<file path="config.mk">
export PLATFORM = sky130hd
export DESIGN_NAME = animation_frame_clock
export DESIGN_NICKNAME = d
export VERILOG_FILES = /design/src/design/afc_pkg.sv /design/src/design/animation_frame_clock.sv
export SDC_FILE = /design/constraint.sdc
export NUM_CORES = 2
export LEC_CHECK = 0
export BUFFER_PORTS_ARGS = -buffer_cell sky130_fd_sc_hd__clkbuf_2
export CORE_MARGIN = 2
export CORE_UTILIZATION = 40
export CTS_CLUSTER_DIAMETER = 50
export DETAILED_ROUTE_END_ITERATION = 8
export PLACE_DENSITY = 0.53
export SLEW_MARGIN = 5
export SYNTH_ARGS = -nofsm -noshare
export SYNTH_HDL_FRONTEND = slang
export SYNTH_SLANG_ARGS = --single-unit
export TNS_END_PERCENT = 5
</file>
<file path="constraint.sdc">
create_clock -name clk -period 12.61 [get_ports clk]
set_input_delay 0.6305 -clock clk [delete_from_list [all_inputs] [get_ports clk]]
set_output_delay 0.6305 -clock clk [all_outputs]
set_load 0.005 [all_outputs]
</file>
<file path="src/design/afc_pkg.sv">
// Shared types, widths, codes and the control store of the animation frame clock.
// Used by animation_frame_clock; depends on nothing else.
`timescale 1ns / 1ps

package afc_pkg;

	localparam int FRAC_BITS_DEF = 16;

	localparam int MODE_W     = 2;
	localparam int SPEED_W    = 24;
	localparam int FRAME_W    = 32;
	localparam int SCALE_W    = 24;
	localparam int ACT_W      = 2;
	localparam int RATE_W     = 24;
	localparam int CFG_ADDR_W = 3;
	localparam int CFG_DATA_W = 32;

	localparam int MUL_W  = 24;
	localparam int PROD_W = 3 * MUL_W;
	localparam int SPAN_W = FRAME_W + 2;
	localparam int PC_W   = 4;

	localparam logic [MODE_W-1:0] MODE_LOOP    = 2'd0;
	localparam logic [MODE_W-1:0] MODE_ONCE    = 2'd1;
	localparam logic [MODE_W-1:0] MODE_PARTIAL = 2'd2;

	localparam logic [ACT_W-1:0] ACT_ADVANCE = 2'd0;
	localparam logic [ACT_W-1:0] ACT_SEEK    = 2'd1;
	localparam logic [ACT_W-1:0] ACT_RESTART = 2'd2;
	localparam logic [ACT_W-1:0] ACT_NOP     = 2'd3;

	localparam logic [CFG_ADDR_W-1:0] CFG_MODE  = 3'd0;
	localparam logic [CFG_ADDR_W-1:0] CFG_SPEED = 3'd1;
	localparam logic [CFG_ADDR_W-1:0] CFG_START = 3'd2;
	localparam logic [CFG_ADDR_W-1:0] CFG_END   = 3'd3;
	localparam logic [CFG_ADDR_W-1:0] CFG_SCALE = 3'd4;

	typedef enum logic [3:0] {
		OP_NONE,
		OP_LOAD,
		OP_SIMPLE,
		OP_MUL_A,
		OP_MUL_LO,
		OP_MUL_HI,
		OP_ACC,
		OP_NEXT,
		OP_DSET,
		OP_DSTEP,
		OP_WRAP,
		OP_FINISH
	} op_t;

	typedef enum logic [2:0] {
		C_ALWAYS,
		C_NEVER,
		C_NO_BEAT,
		C_SIMPLE,
		C_SEEK,
		C_ONCE,
		C_DIV_MORE,
		C_OUT_BUSY
	} cond_t;

	typedef struct packed {
		op_t             op;
		cond_t           cond;
		logic [PC_W-1:0] target;
	} ctrl_word_t;

	localparam logic [PC_W-1:0] P_WAIT  = 4'd0;
	localparam logic [PC_W-1:0] P_DSET  = 4'd8;
	localparam logic [PC_W-1:0] P_DSTEP = 4'd9;
	localparam logic [PC_W-1:0] P_FIN   = 4'd11;

	function automatic ctrl_word_t ucode(input logic [PC_W-1:0] pc);
		ctrl_word_t cw;
		unique case (pc)
			4'd0:    cw = '{OP_LOAD,   C_NO_BEAT,  P_WAIT};
			4'd1:    cw = '{OP_SIMPLE, C_SIMPLE,   P_FIN};
			4'd2:    cw = '{OP_NONE,   C_SEEK,     P_DSET};
			4'd3:    cw = '{OP_MUL_A,  C_NEVER,    P_WAIT};
			4'd4:    cw = '{OP_MUL_LO, C_NEVER,    P_WAIT};
			4'd5:    cw = '{OP_MUL_HI, C_NEVER,    P_WAIT};
			4'd6:    cw = '{OP_ACC,    C_NEVER,    P_WAIT};
			4'd7:    cw = '{OP_NEXT,   C_ONCE,     P_FIN};
			4'd8:    cw = '{OP_DSET,   C_NEVER,    P_WAIT};
			4'd9:    cw = '{OP_DSTEP,  C_DIV_MORE, P_DSTEP};
			4'd10:   cw = '{OP_WRAP,   C_NEVER,    P_WAIT};
			4'd11:   cw = '{OP_FINISH, C_OUT_BUSY, P_FIN};
			default: cw = '{OP_NONE,   C_ALWAYS,   P_WAIT};
		endcase
		return cw;
	endfunction

endpackage

</file>
<file path="src/design/animation_frame_clock.sv">
// Animation frame clock: fixed-point frame accumulator run by a microcoded sequencer.
// Depends on afc_pkg (widths, codes, control store).
// Usage:
//   Input channel (in_valid/in_ready) takes one beat: action, rate, seek_frame.
//   Output channel (out_valid/out_ready) returns one beat per input: frame,
//   complete, finished_now, range_error. Configuration is written through
//   cfg_we/cfg_addr/cfg_wdata; the user must write it only while the block is idle,
//   and the block itself does not enforce this. Restart, no-op, range error,
//   once-mode seek, degenerate partial loops and advances at the end of a once play
//   finish from the simple step; other once-mode advances go through the multiply
//   steps, a wrapping advance runs the remainder loop after them, and a wrapping seek
//   goes straight to that loop. It runs D = max(72 - 2*FRAC_BITS, 32) + 2 restoring
//   steps (42 at FRAC_BITS = 16) and sets the throughput: a new beat is taken only
//   after the last one is finished. The advance product runs as three passes through one shared 24x24 multiplier.
//   Reset clears the frame and completion flag and loads the register defaults.
//   If the receiver stalls, the result holds in the output register; the next
//   beat is still taken and worked on, and its result waits until the output
//   register is free.
`timescale 1ns / 1ps

module animation_frame_clock #(
	parameter int FRAC_BITS = afc_pkg::FRAC_BITS_DEF
) (
	input  logic                              clk,
	input  logic                              arst_n,
	input  logic                              cfg_we,
	input  logic [afc_pkg::CFG_ADDR_W-1:0]    cfg_addr,
	input  logic [afc_pkg::CFG_DATA_W-1:0]    cfg_wdata,
	input  logic                              in_valid,
	output logic                              in_ready,
	input  logic [afc_pkg::ACT_W-1:0]         action,
	input  logic [afc_pkg::RATE_W-1:0]        rate,
	input  logic signed [afc_pkg::FRAME_W-1:0] seek_frame,
	output logic                              out_valid,
	input  logic                              out_ready,
	output logic signed [afc_pkg::FRAME_W-1:0] frame,
	output logic                              complete,
	output logic                              finished_now,
	output logic                              range_error
);
	import afc_pkg::*;

	localparam int MAG_W  = PROD_W - 2 * FRAC_BITS;
	localparam int BASE_W = (MAG_W > FRAME_W) ? MAG_W : FRAME_W;
	localparam int WIDE_W = BASE_W + 3;
	localparam int DVD_W  = WIDE_W - 1;
	localparam int CNT_W  = $clog2(WIDE_W);
	localparam int SUM_W  = SPAN_W + 1;

	// configuration
	logic [MODE_W-1:0]         mode_q;
	logic [SPEED_W-1:0]        speed_q;
	logic signed [FRAME_W-1:0] start_q;
	logic signed [FRAME_W-1:0] end_q;
	logic [SCALE_W-1:0]        scale_q;

	// state
	logic signed [FRAME_W-1:0] cur_q;
	logic                      done_q;

	// sequencer
	logic [PC_W-1:0] pc_q;
	logic [PC_W-1:0] pc_next;
	ctrl_word_t      cw;
	logic            cond_hit;

	// datapath
	logic [ACT_W-1:0]          act_q;
	logic [RATE_W-1:0]         rate_q;
	logic signed [FRAME_W-1:0] seek_q;
	logic [2*MUL_W-1:0]        prod_q;
	logic [MUL_W-1:0]          m1_hi_q;
	logic [PROD_W-1:0]         acc_q;
	logic signed [WIDE_W-1:0]  next_q;
	logic [DVD_W-1:0]          dvd_q;
	logic [SPAN_W-2:0]         rem_q;
	logic                      neg_q;
	logic [CNT_W-1:0]          cnt_q;
	logic signed [FRAME_W-1:0] res_frame_q;
	logic                      res_done_q;
	logic                      res_fin_q;
	logic                      res_err_q;
	logic                      out_valid_q;

	logic                      in_fire;
	logic                      out_busy;
	logic                      fin_write;
	logic                      once;
	logic                      partial;
	logic                      err;
	logic                      span_zero;
	logic                      is_simple;
	logic signed [FRAME_W-1:0] simp_frame;
	logic                      simp_done;
	logic                      simp_fin;
	logic signed [FRAME_W-1:0] lo_b;
	logic signed [FRAME_W-1:0] hi_b;
	logic [SPEED_W-1:0]        spd_mag;
	logic                      spd_neg;
	logic                      spd_pos;
	logic [MUL_W-1:0]          mul_a;
	logic [MUL_W-1:0]          mul_b;
	logic [2*MUL_W-1:0]        mul_p;
	logic [MAG_W-1:0]          mag;
	logic signed [WIDE_W-1:0]  cur_w;
	logic signed [WIDE_W-1:0]  end_w;
	logic signed [WIDE_W-1:0]  start_w;
	logic signed [WIDE_W-1:0]  seek_w;
	logic signed [WIDE_W-1:0]  next_w;
	logic signed [FRAME_W-1:0] once_frame;
	logic signed [WIDE_W-1:0]  d_w;
	logic [WIDE_W-1:0]         d_mag;
	logic [SPAN_W-1:0]         diff;
	logic [SPAN_W-1:0]         span;
	logic [SPAN_W-1:0]         sh;
	logic [SPAN_W-1:0]         r_fix;
	logic [SUM_W-1:0]          sum;
	logic signed [FRAME_W-1:0] wrap_frame;

	assign in_ready = (pc_q == P_WAIT);
	assign in_fire  = in_valid && in_ready;
	assign out_busy = out_valid_q && !out_ready;

	assign once      = (mode_q == MODE_ONCE);
	assign partial   = (mode_q == MODE_PARTIAL);
	assign err       = !once && (end_q < start_q);
	assign span_zero = partial && (end_q == start_q);

	assign spd_neg = speed_q[SPEED_W-1];
	assign spd_pos = !spd_neg && (speed_q != '0);
	assign spd_mag = spd_neg ? (~speed_q + 1'b1) : speed_q;

	assign lo_b = (start_q < end_q) ? start_q : end_q;
	assign hi_b = (start_q < end_q) ? end_q : start_q;

	// single-step actions and the flags every action carries
	always_comb begin
		is_simple  = 1'b0;
		simp_frame = cur_q;
		simp_done  = done_q;
		simp_fin   = 1'b0;
		if (err || act_q == ACT_NOP) begin
			is_simple = 1'b1;
		end else if (act_q == ACT_RESTART) begin
			is_simple  = 1'b1;
			simp_frame = partial ? '0 : start_q;
			simp_done  = 1'b0;
		end else if (act_q == ACT_SEEK) begin
			simp_done = 1'b0;
			if (once) begin
				is_simple  = 1'b1;
				simp_frame = (seek_q < lo_b) ? lo_b : ((seek_q > hi_b) ? hi_b : seek_q);
			end else if (span_zero) begin
				is_simple  = 1'b1;
				simp_frame = start_q;
			end
		end else begin
			if (once && cur_q == end_q) begin
				is_simple = 1'b1;
				simp_done = 1'b1;
				simp_fin  = 1'b1;
			end else if (span_zero) begin
				is_simple  = 1'b1;
				simp_frame = start_q;
			end
		end
	end

	// shared multiplier
	always_comb begin
		mul_a = spd_mag;
		mul_b = rate_q;
		case (cw.op)
			OP_MUL_LO: begin
				mul_a = prod_q[MUL_W-1:0];
				mul_b = scale_q;
			end
			OP_MUL_HI: begin
				mul_a = m1_hi_q;
				mul_b = scale_q;
			end
			default: begin
				mul_a = spd_mag;
				mul_b = rate_q;
			end
		endcase
	end
	assign mul_p = mul_a * mul_b;

	assign mag     = acc_q[2*FRAC_BITS +: MAG_W];
	assign cur_w   = {{(WIDE_W-FRAME_W){cur_q[FRAME_W-1]}}, cur_q};
	assign end_w   = {{(WIDE_W-FRAME_W){end_q[FRAME_W-1]}}, end_q};
	assign start_w = {{(WIDE_W-FRAME_W){start_q[FRAME_W-1]}}, start_q};
	assign seek_w  = {{(WIDE_W-FRAME_W){seek_q[FRAME_W-1]}}, seek_q};
	assign next_w  = spd_neg ? (cur_w - $signed({{(WIDE_W-MAG_W){1'b0}}, mag}))
	                         : (cur_w + $signed({{(WIDE_W-MAG_W){1'b0}}, mag}));

	always_comb begin
		if ((spd_pos && next_w > end_w) || (spd_neg && next_w < end_w)) begin
			once_frame = end_q;
		end else begin
			once_frame = next_w[FRAME_W-1:0];
		end
	end

	// wrap span and remainder step
	assign diff = {{(SPAN_W-FRAME_W){end_q[FRAME_W-1]}}, end_q}
	            - {{(SPAN_W-FRAME_W){start_q[FRAME_W-1]}}, start_q};
	assign span = partial ? diff : (diff + (SPAN_W'(1) << FRAC_BITS));

	assign d_w   = ((act_q == ACT_SEEK) ? seek_w : next_q) - start_w;
	assign d_mag = d_w[WIDE_W-1] ? (~d_w + 1'b1) : d_w;

	assign sh = {rem_q, dvd_q[DVD_W-1]};

	assign r_fix = (neg_q && rem_q != '0) ? (span - {1'b0, rem_q}) : {1'b0, rem_q};
	assign sum   = {{(SUM_W-FRAME_W){start_q[FRAME_W-1]}}, start_q} + {1'b0, r_fix};

	always_comb begin
		if (!sum[SUM_W-1] && sum[SUM_W-2:FRAME_W-1] != '0) begin
			wrap_frame = {1'b0, {(FRAME_W-1){1'b1}}};
		end else begin
			wrap_frame = sum[FRAME_W-1:0];
		end
	end

	// sequencer
	assign cw = ucode(pc_q);

	always_comb begin
		unique case (cw.cond)
			C_ALWAYS:   cond_hit = 1'b1;
			C_NEVER:    cond_hit = 1'b0;
			C_NO_BEAT:  cond_hit = !in_fire;
			C_SIMPLE:   cond_hit = is_simple;
			C_SEEK:     cond_hit = (act_q == ACT_SEEK);
			C_ONCE:     cond_hit = once;
			C_DIV_MORE: cond_hit = (cnt_q != CNT_W'(1));
			C_OUT_BUSY: cond_hit = out_busy;
			default:    cond_hit = 1'b1;
		endcase
	end

	assign pc_next   = cond_hit ? cw.target : (pc_q + 1'b1);
	assign fin_write = (cw.op == OP_FINISH) && !out_busy;

	always_ff @(posedge clk or negedge arst_n) begin
		if (!arst_n) begin
			pc_q <= P_WAIT;
		end else begin
			pc_q <= pc_next;
		end
	end

	always_ff @(posedge clk or negedge arst_n) begin
		if (!arst_n) begin
			mode_q  <= MODE_LOOP;
			speed_q <= SPEED_W'(1) << FRAC_BITS;
			start_q <= '0;
			end_q   <= '0;
			scale_q <= SCALE_W'(1) << FRAC_BITS;
		end else if (cfg_we) begin
			case (cfg_addr)
				CFG_MODE:  mode_q  <= cfg_wdata[MODE_W-1:0];
				CFG_SPEED: speed_q <= cfg_wdata[SPEED_W-1:0];
				CFG_START: start_q <= cfg_wdata[FRAME_W-1:0];
				CFG_END:   end_q   <= cfg_wdata[FRAME_W-1:0];
				CFG_SCALE: scale_q <= cfg_wdata[SCALE_W-1:0];
				default: ;
			endcase
		end
	end

	always_ff @(posedge clk or negedge arst_n) begin
		if (!arst_n) begin
			cur_q       <= '0;
			done_q      <= 1'b0;
			out_valid_q <= 1'b0;
		end else begin
			if (fin_write) begin
				cur_q       <= res_frame_q;
				done_q      <= res_done_q;
				out_valid_q <= 1'b1;
			end else if (out_ready) begin
				out_valid_q <= 1'b0;
			end
		end
	end

	always_ff @(posedge clk) begin
		unique case (cw.op)
			OP_LOAD: begin
				if (in_fire) begin
					act_q  <= action;
					rate_q <= rate;
					seek_q <= seek_frame;
				end
			end
			OP_SIMPLE: begin
				res_frame_q <= simp_frame;
				res_done_q  <= simp_done;
				res_fin_q   <= simp_fin;
				res_err_q   <= err;
			end
			OP_MUL_A: prod_q <= mul_p;
			OP_MUL_LO: begin
				m1_hi_q <= prod_q[2*MUL_W-1:MUL_W];
				prod_q  <= mul_p;
			end
			OP_MUL_HI: begin
				acc_q  <= PROD_W'(prod_q);
				prod_q <= mul_p;
			end
			OP_ACC: acc_q <= acc_q + (PROD_W'(prod_q) << MUL_W);
			OP_NEXT: begin
				next_q      <= next_w;
				res_frame_q <= once_frame;
			end
			OP_DSET: begin
				neg_q <= d_w[WIDE_W-1];
				dvd_q <= d_mag[DVD_W-1:0];
				rem_q <= '0;
				cnt_q <= CNT_W'(DVD_W);
			end
			OP_DSTEP: begin
				if (sh >= span) begin
					rem_q <= (SPAN_W-1)'(sh - span);
				end else begin
					rem_q <= sh[SPAN_W-2:0];
				end
				dvd_q <= dvd_q << 1;
				cnt_q <= cnt_q - 1'b1;
			end
			OP_WRAP: res_frame_q <= wrap_frame;
			OP_FINISH: begin
				if (!out_busy) begin
					frame        <= res_frame_q;
					complete     <= res_done_q;
					finished_now <= res_fin_q;
					range_error  <= res_err_q;
				end
			end
			default: ;
		endcase
	end

	assign out_valid = out_valid_q;

	a_result_from_finish: assert property (@(posedge clk) disable iff (!arst_n)
		$rose(out_valid) |-> $past(pc_q == P_FIN))
		else $error("result raised outside the finish step");

	a_finish_flags: assert property (@(posedge clk) disable iff (!arst_n)
		(out_valid && finished_now) |-> (complete && !range_error))
		else $error("finished beat without completion or with range error");

	a_rem_below_span: assert property (@(posedge clk) disable iff (!arst_n)
		(pc_q == P_DSTEP) |-> ({1'b0, rem_q} < span))
		else $error("partial remainder not reduced below span");

	a_one_at_a_time: assert property (@(posedge clk) disable iff (!arst_n)
		(in_valid && in_ready) |=> !in_ready)
		else $error("second beat taken while one is in work");

endmodule

</file>
# --- Word-level counts from Yosys, hierarchy flattened ---
# Memory sizes are Yosys's and may differ from the RTL's.
# Cells that the tools add are included.
# Widths: inputs -> output; s select.
word_totals:
  word_cells: 164
  output_inout_bits: 37
  n_memories: 1
  reg_bits: 549
  mem_bits_ro: 160
  input_bits: 98
mem_list:
  columns: ["name", "depth", "word_bits", "read_ports", "rd_clocked_by_memory_dff", "write_ports", "line", "rtl"]
  rows:
  - ["(name not given)", 16, 10, 1, 0, 0, "afc_pkg.sv:77", "unique case (pc)"]
classes:
  eq_ne: 30
  bitwise: 3
  multipliers: 1
  muxes: 42
  magnitude_cmp: 7
  reduce_logical: 39
  n_addsub: 13
op_table:
  columns: ["cell", "n"]
  rows:
  - ["$mux 32", 13]
  - ["$pmux 72 s2", 1]
  - ["$lt 32x32->1", 3]
  - ["$pmux 32 s3", 1]
  - ["$mux 43", 2]
  - ["$pmux 42 s2", 1]
  - ["$add 72x72->72", 1]
  - ["$mux 34", 2]
  - ["$pmux 33 s2", 1]
  - ["$eq 32x32->1", 2]
  - ["$mul 24x24->48", 1]
  - ["$mux 24", 2]
  - ["$pmux 24 s2", 1]
  - ["$gt 43x32->1", 1]
  - ["$lt 43x32->1", 1]
  - ["$sub 43x32->43", 1]
  - ["$add 32x41->42", 1]
  - ["$add 42x1->42 const B", 1]
  - ["$mux 42", 1]
  - ["$not 42->42", 1]
  - ["$sub 32x41->42", 1]
  - ["$add 35x34->35", 1]
  - ["$add 33x18->34 const B", 1]
  - ["$ge 34x34->1", 1]
  - ["36 further kinds", 93]

# --- Logic depth before layout (Yosys ltp) ---
logic_depth:
  ltp_word: 10
  depth_mapped: 41
  depth_no_buf: 39

# --- Least setup slack after synthesis ---
# OpenSTA, ideal clock, no wires.
synth_path:
  path_kind: "reg2reg"
  from: "register speed_q[1]"
  to: "register prod_q[46] (data pin)"
  synth_period_minus_slack_ps: 9699
  required_ps: 12352
  n_path_buf: 1
  arrival_ps: 9441
  setup_time_ps: 258
  stages_incl_launch_ff: 36
  path_slack_ps: 2911
  cell_sequence: "dfrtp_1 inv_1 ha_1 nand2_1 or3_1 or3_1 or3_1 or4_1 or3_1 o31ai_1 xor2_1 mux2i_1 clkbuf_1 nand2_1 fa_1 fa_1 fa_1 inv_1 fa_1 fa_1 fa_1 inv_1 fa_1 inv_1 ha_1 and4_1 o21ai_0 nor2_1 a21oi_1 o21ai_0 a311oi_1 o21ai_0 a221oi_1 o21bai_1 a21oi_1 xnor2_1"
synth_via:
  elab_chain_len: 5
synth_rtl:
  columns: ["element", "line", "rtl"]
  rows:
  - ["from (decl)", "animation_frame_clock.sv:52", "logic [SPEED_W-1:0] speed_q;"]
  - ["from (signal assigned)", "animation_frame_clock.sv:258", "speed_q <= SPEED_W'(1) << FRAC_BITS;"]
  - ["from (signal assigned)", "animation_frame_clock.sv:265", "CFG_SPEED: speed_q <= cfg_wdata[SPEED_W-1:0];"]
  - ["$not 24->24", "animation_frame_clock.sv:131", "assign spd_mag = spd_neg ? (~speed_q + 1'b1) : speed_q;"]
  - ["$add 24x1->24", "animation_frame_clock.sv:131", null]
  - ["$mux 24 (*)", "animation_frame_clock.sv:131", null]
  - ["$pmux 24 s2 (*)", "animation_frame_clock.sv:173", "case (cw.op)"]
  - ["$mul 24x24->48 (*)", "animation_frame_clock.sv:188", "assign mul_p = mul_a * mul_b;"]
  - ["via mul_p[46]", "animation_frame_clock.sv:103", "logic [2*MUL_W-1:0] mul_p;"]
  - ["to (signal assigned)", "animation_frame_clock.sv:305", "OP_MUL_A: prod_q <= mul_p;"]
  - ["to (signal assigned)", "animation_frame_clock.sv:308", "prod_q <= mul_p;"]
  - ["to (signal assigned)", "animation_frame_clock.sv:312", "prod_q <= mul_p;"]
  - ["to (decl)", "animation_frame_clock.sv:71", "logic [2*MUL_W-1:0] prod_q;"]
# Mark *: on every way through the listed nets, which the timed path passes. The rest lies on a longest branch.
# A chain may end at the register's enable or synchronous reset.

# --- Worst setup path after layout ---
layout_path:
  from: "register pc_q[0]"
  to: "register prod_q[46] (data pin)"
layout_via:
  elab_chain_len: 5
  elab_cells_between_ends: 7
  classes_between: "mul (1); eq/ne (2); mux (2); reduce/logical (1); memory (1)"
layout_rtl:
  columns: ["element", "line", "rtl"]
  rows:
  - ["from (decl)", "animation_frame_clock.sv:62", "logic [PC_W-1:0] pc_q;"]
  - ["from (signal assigned)", "animation_frame_clock.sv:251", "pc_q <= pc_next;"]
  - ["$mem_v2 16x10 (*)", null, null]
  - ["$eq 4x3->1", "animation_frame_clock.sv:173", null]
  - ["$reduce_or 2->1 (no line)", null, null]
  - ["$mux 24", "animation_frame_clock.sv:173", null]
  - ["$mul 24x24->48 (*)", "animation_frame_clock.sv:188", null]
  - ["via mul_p[46]", "animation_frame_clock.sv:103", null]
# Marks and branches as above.

==> impl_metrics.csv <==
group,metric,value,unit
run_status,status,"finished clean",
critical_path,endpoint,"prod_q[46]",
cts,cts_tree,"yes",
layout,final_nets,8255,
grt,track_usage,31.9,%
synth,avgSynthCellArea,8.72,um2
timing,fin_skew,0.0372,ns
critical_path,critical_path_class,"reg -> reg",
synth,yosysWarnings,0,
timing,drv_slew,0,
cts,htreeDepth,3,
floorplan,die_y,395,um
timing,period_needed,11.09,ns
cts,clkLatencyLatePin,0.74,ns
critical_path,critPathLaunchType,"flip-flop",
detailed_routing,drt-pass1-iter-count,6,
timing,hold_violations,0,
timing,post-route-period-util,87.9,%
grt,grt_pass1_vias,51700,
grt,grt_pass1_wl,364000,um
detailed_routing,ant_nets,0,
timing,worstMarginPinSlew,1.29,ns
critical_path,crit_arrival,11.56,ns
synth,async_reset_ff_share,29.0,%
synth,ys_seq_elements,524,
detailed_routing,drcViolationCount,0,
layout,fillers,15100,
synth,synth_cell_types,103,
critical_path,critPathSlowestCell,"mux2i_1",
detailed_routing,wl_per_cell,27.3,um
timing,grt_setup_unrepaired,"false",
timing,finalSetupTns,0,ns
cts,ctsResizeCount,0,
synth,synth_edf_count,372,
grt,antenna_found_initial,19,
floorplan,die-area,156000,um2
layout,syn2layout_area_growth,10.5,%
timing,clock.fmax,90.2,MHz
floorplan,io-pin-count,135,
critical_path,path_common_cell,"fa_1",
grt,grt_max_degree,73,
synth,synth_flop_cell,"edfxtp_1",
min_path,worstHoldPathType,"in -> reg",
cts,clkSinkCount,524,
cts,root_buffer,"clkbuf_16",
placement,portBuffers,134,
timing,setup_viol,0,
synth,syn-instance-count,7010,
floorplan,std_cell_rows,143,
critical_path,r2r_start,"pc_q[0]",
job,drv_cap,0,
synth,synth.net_count,8154,
timing,slew_headroom,11.3,%
critical_path,crit_fanout,42,
detailed_routing,viasPerCell,5.80,
detailed_routing,wl,252000,um
floorplan,die_w,395,um
critical_path,endpoint_kind,"flip-flop",
layout,drive_gt1_share,9.16,%
critical_path,rr_endpoint,"prod_q[46]",
critical_path,required,13.08,ns
placement,place.gp.congestion,1.07,
synth,synth-seq-area-share,24.5,%
cts,clk_pin_slew,0.06,ns
cts,cts_buffer_depth,3,
grt,grt.overflow.total,0,
synth,syn_area,61100,um2
cts,numCtsBuffers,85,
placement,detailed_place_hpwl,201000,um
floorplan,core-area,152000,um2
critical_path,rr_worst_depth,35,
critical_path,regToRegSetupSlack,1.52,ns
detailed_routing,dr_total_vias,53500,
critical_path,slowest_delay,1.17,ns
detailed_routing,drt_first_iter_violations,5240,
critical_path,crit_path_start,"pc_q[0]",
floorplan,initial_core_util,40.3,%
worst min path at each step:
stage | slack [ns] | cells past startpoint | from | endpoint
floorplan | 0.33 | 0 | arst_n | cur_q[0]
global placement | 0.41 | 0 | res_err_q | range_error
detailed placement | 0.41 | 0 | res_fin_q | finished_now
CTS | 0.01 | 1 | seek_frame[5] | seek_q[5]
global route | 0.04 | 1 | seek_frame[5] | seek_q[5]
finish | 0.07 | 1 | rate[9] | rate_q[9]
metrics by stage:
| stage | worst slack (ns) | instance area (um2) | hold slack (ns) | utilization, % | std cells |
|---|---|---|---|---|---|
| finish | 1.52 | 67600 | 0.0723 | 44.5 | 9222 |
| floorplan | 2.91 | 61100 | 0.335 | - | 7010 |
| global route | 0.724 | 67600 | 0.0412 | 44.5 | 9213 |
| CTS | 1.58 | 67600 | 0.0133 | 44.5 | 9212 |
| global placement | 1.79 | 64700 | 0.413 | 42.6 | 9053 |
| detailed placement | 1.64 | 64700 | 0.407 | 42.6 | 9053 |
repair_timing:
action,in CTS,in global routing
hold endpoints to repair,55,0
hold buffers,1,0
buffers inserted,0,0
setup endpoints to repair,0,0
kinds of logic (layout without fill, tap and decap cells):
kind of cell             count (synthesis)  in the layout  share of synthesized area, %
flip-flops                             524            524                          24.5
other                                    0             10                             0
buffers and inverters                 1040           1212                          6.41
multiplexers                           256            256                          4.47
XOR/XNOR                               415            415                          5.94
AND/OR/NAND/NOR                       2216           2216                          15.8
adder cells (fa/ha/maj)               1046           1046                          27.4
AO/OA/AOI/OAI                         1513           1513                          15.4
Yosys cell counts (all sizes together), types with 136 or more instances:
| master | instances | share of area [%] |
|---|---|---|
| nand2 | 911 | 5.6 |
| a21oi | 506 | 4.2 |
| ha | 557 | 11 |
| fa | 489 | 16 |
| xor2 | 149 | 2.1 |
| inv | 780 | 4.8 |
| dfrtp | 150 | 6.1 |
| clkbuf | 227 | 1.4 |
| mux2 | 136 | 2.5 |
| nor2 | 748 | 4.6 |
| o21ai | 378 | 3.1 |
| a21o | 188 | 2.3 |
| xnor2 | 266 | 3.8 |
| edfxtp | 372 | 18 |
per-layer routing:
metal	share of wire, %	track usage (%)
met2	44	49.1
met5	0.035	0
met4	6.3	17.2
met1	42	43.1
met3	7.4	5.01
flip-flops by register name (all words and copies together), names as in the netlist, 2 cells and up:
signal	flops
dvd_q	42
seek_q	32
mode_q	2
end_q	32
res_frame_q	32
next_q	42
act_q	2
rate_q	24
acc_q	48
start_q	32
speed_q	24
frame	32
cur_q	32
scale_q	24
rem_q	33
prod_q	48
pc_q	4
m1_hi_q	24
cnt_q	6
layout make-up:
type / count / area [um2] / share of cell area [%]
inverters: 781 / 2930 / 4.34
repair buffers: 273 / 1740 / 2.57
well taps: 2030 / 2540 / 3.76
diodes: 10 / 25.0 / 0.0370
multi-input cells: 5446 / 42500 / 62.8
clock buffers: 98 / 2240 / 3.31
clock inverters: 60 / 661 / 0.978
flip-flops and latches: 524 / 15000 / 22.2
cell usage in the layout, fill, tap and decap left out, drive strengths merged, types with 59 or more instances in the layout:
| master | netlist | layout |
|---|---|---|
| edfxtp | 372 | 372 |
| o21ai | 378 | 378 |
| nand4 | 61 | 61 |
| ha | 557 | 557 |
| nor3 | 83 | 83 |
| fa | 489 | 489 |
| buf | 32 | 139 |
| mux2i | 120 | 120 |
| nand2b | 77 | 77 |
| inv | 780 | 801 |
| clkbuf | 227 | 231 |
| xor2 | 149 | 149 |
| mux2 | 136 | 136 |
| o211ai | 67 | 67 |
| a21oi | 506 | 506 |
| nor2 | 748 | 748 |
| dfrtp | 150 | 150 |
| a21o | 188 | 188 |
| nor2b | 59 | 59 |
| xnor2 | 266 | 266 |
| nand3 | 71 | 71 |
| nand2 | 911 | 911 |
critical path: cells and delay by family (launching register included):
family / cells / cell delay, ns
multiplexers: 1 / 1.17
adder cells (fa/ha/maj): 8 / 3.99
AND/OR/NAND/NOR: 7 / 1.18
flip-flops: 1 / 0.47
buffers and inverters: 6 / 0.48
XOR/XNOR: 1 / 0.07
AO/OA/AOI/OAI: 12 / 3.42
Power is not shown: default switching activity piles up to over one toggle a cycle in this logic, so the estimate is an artifact.
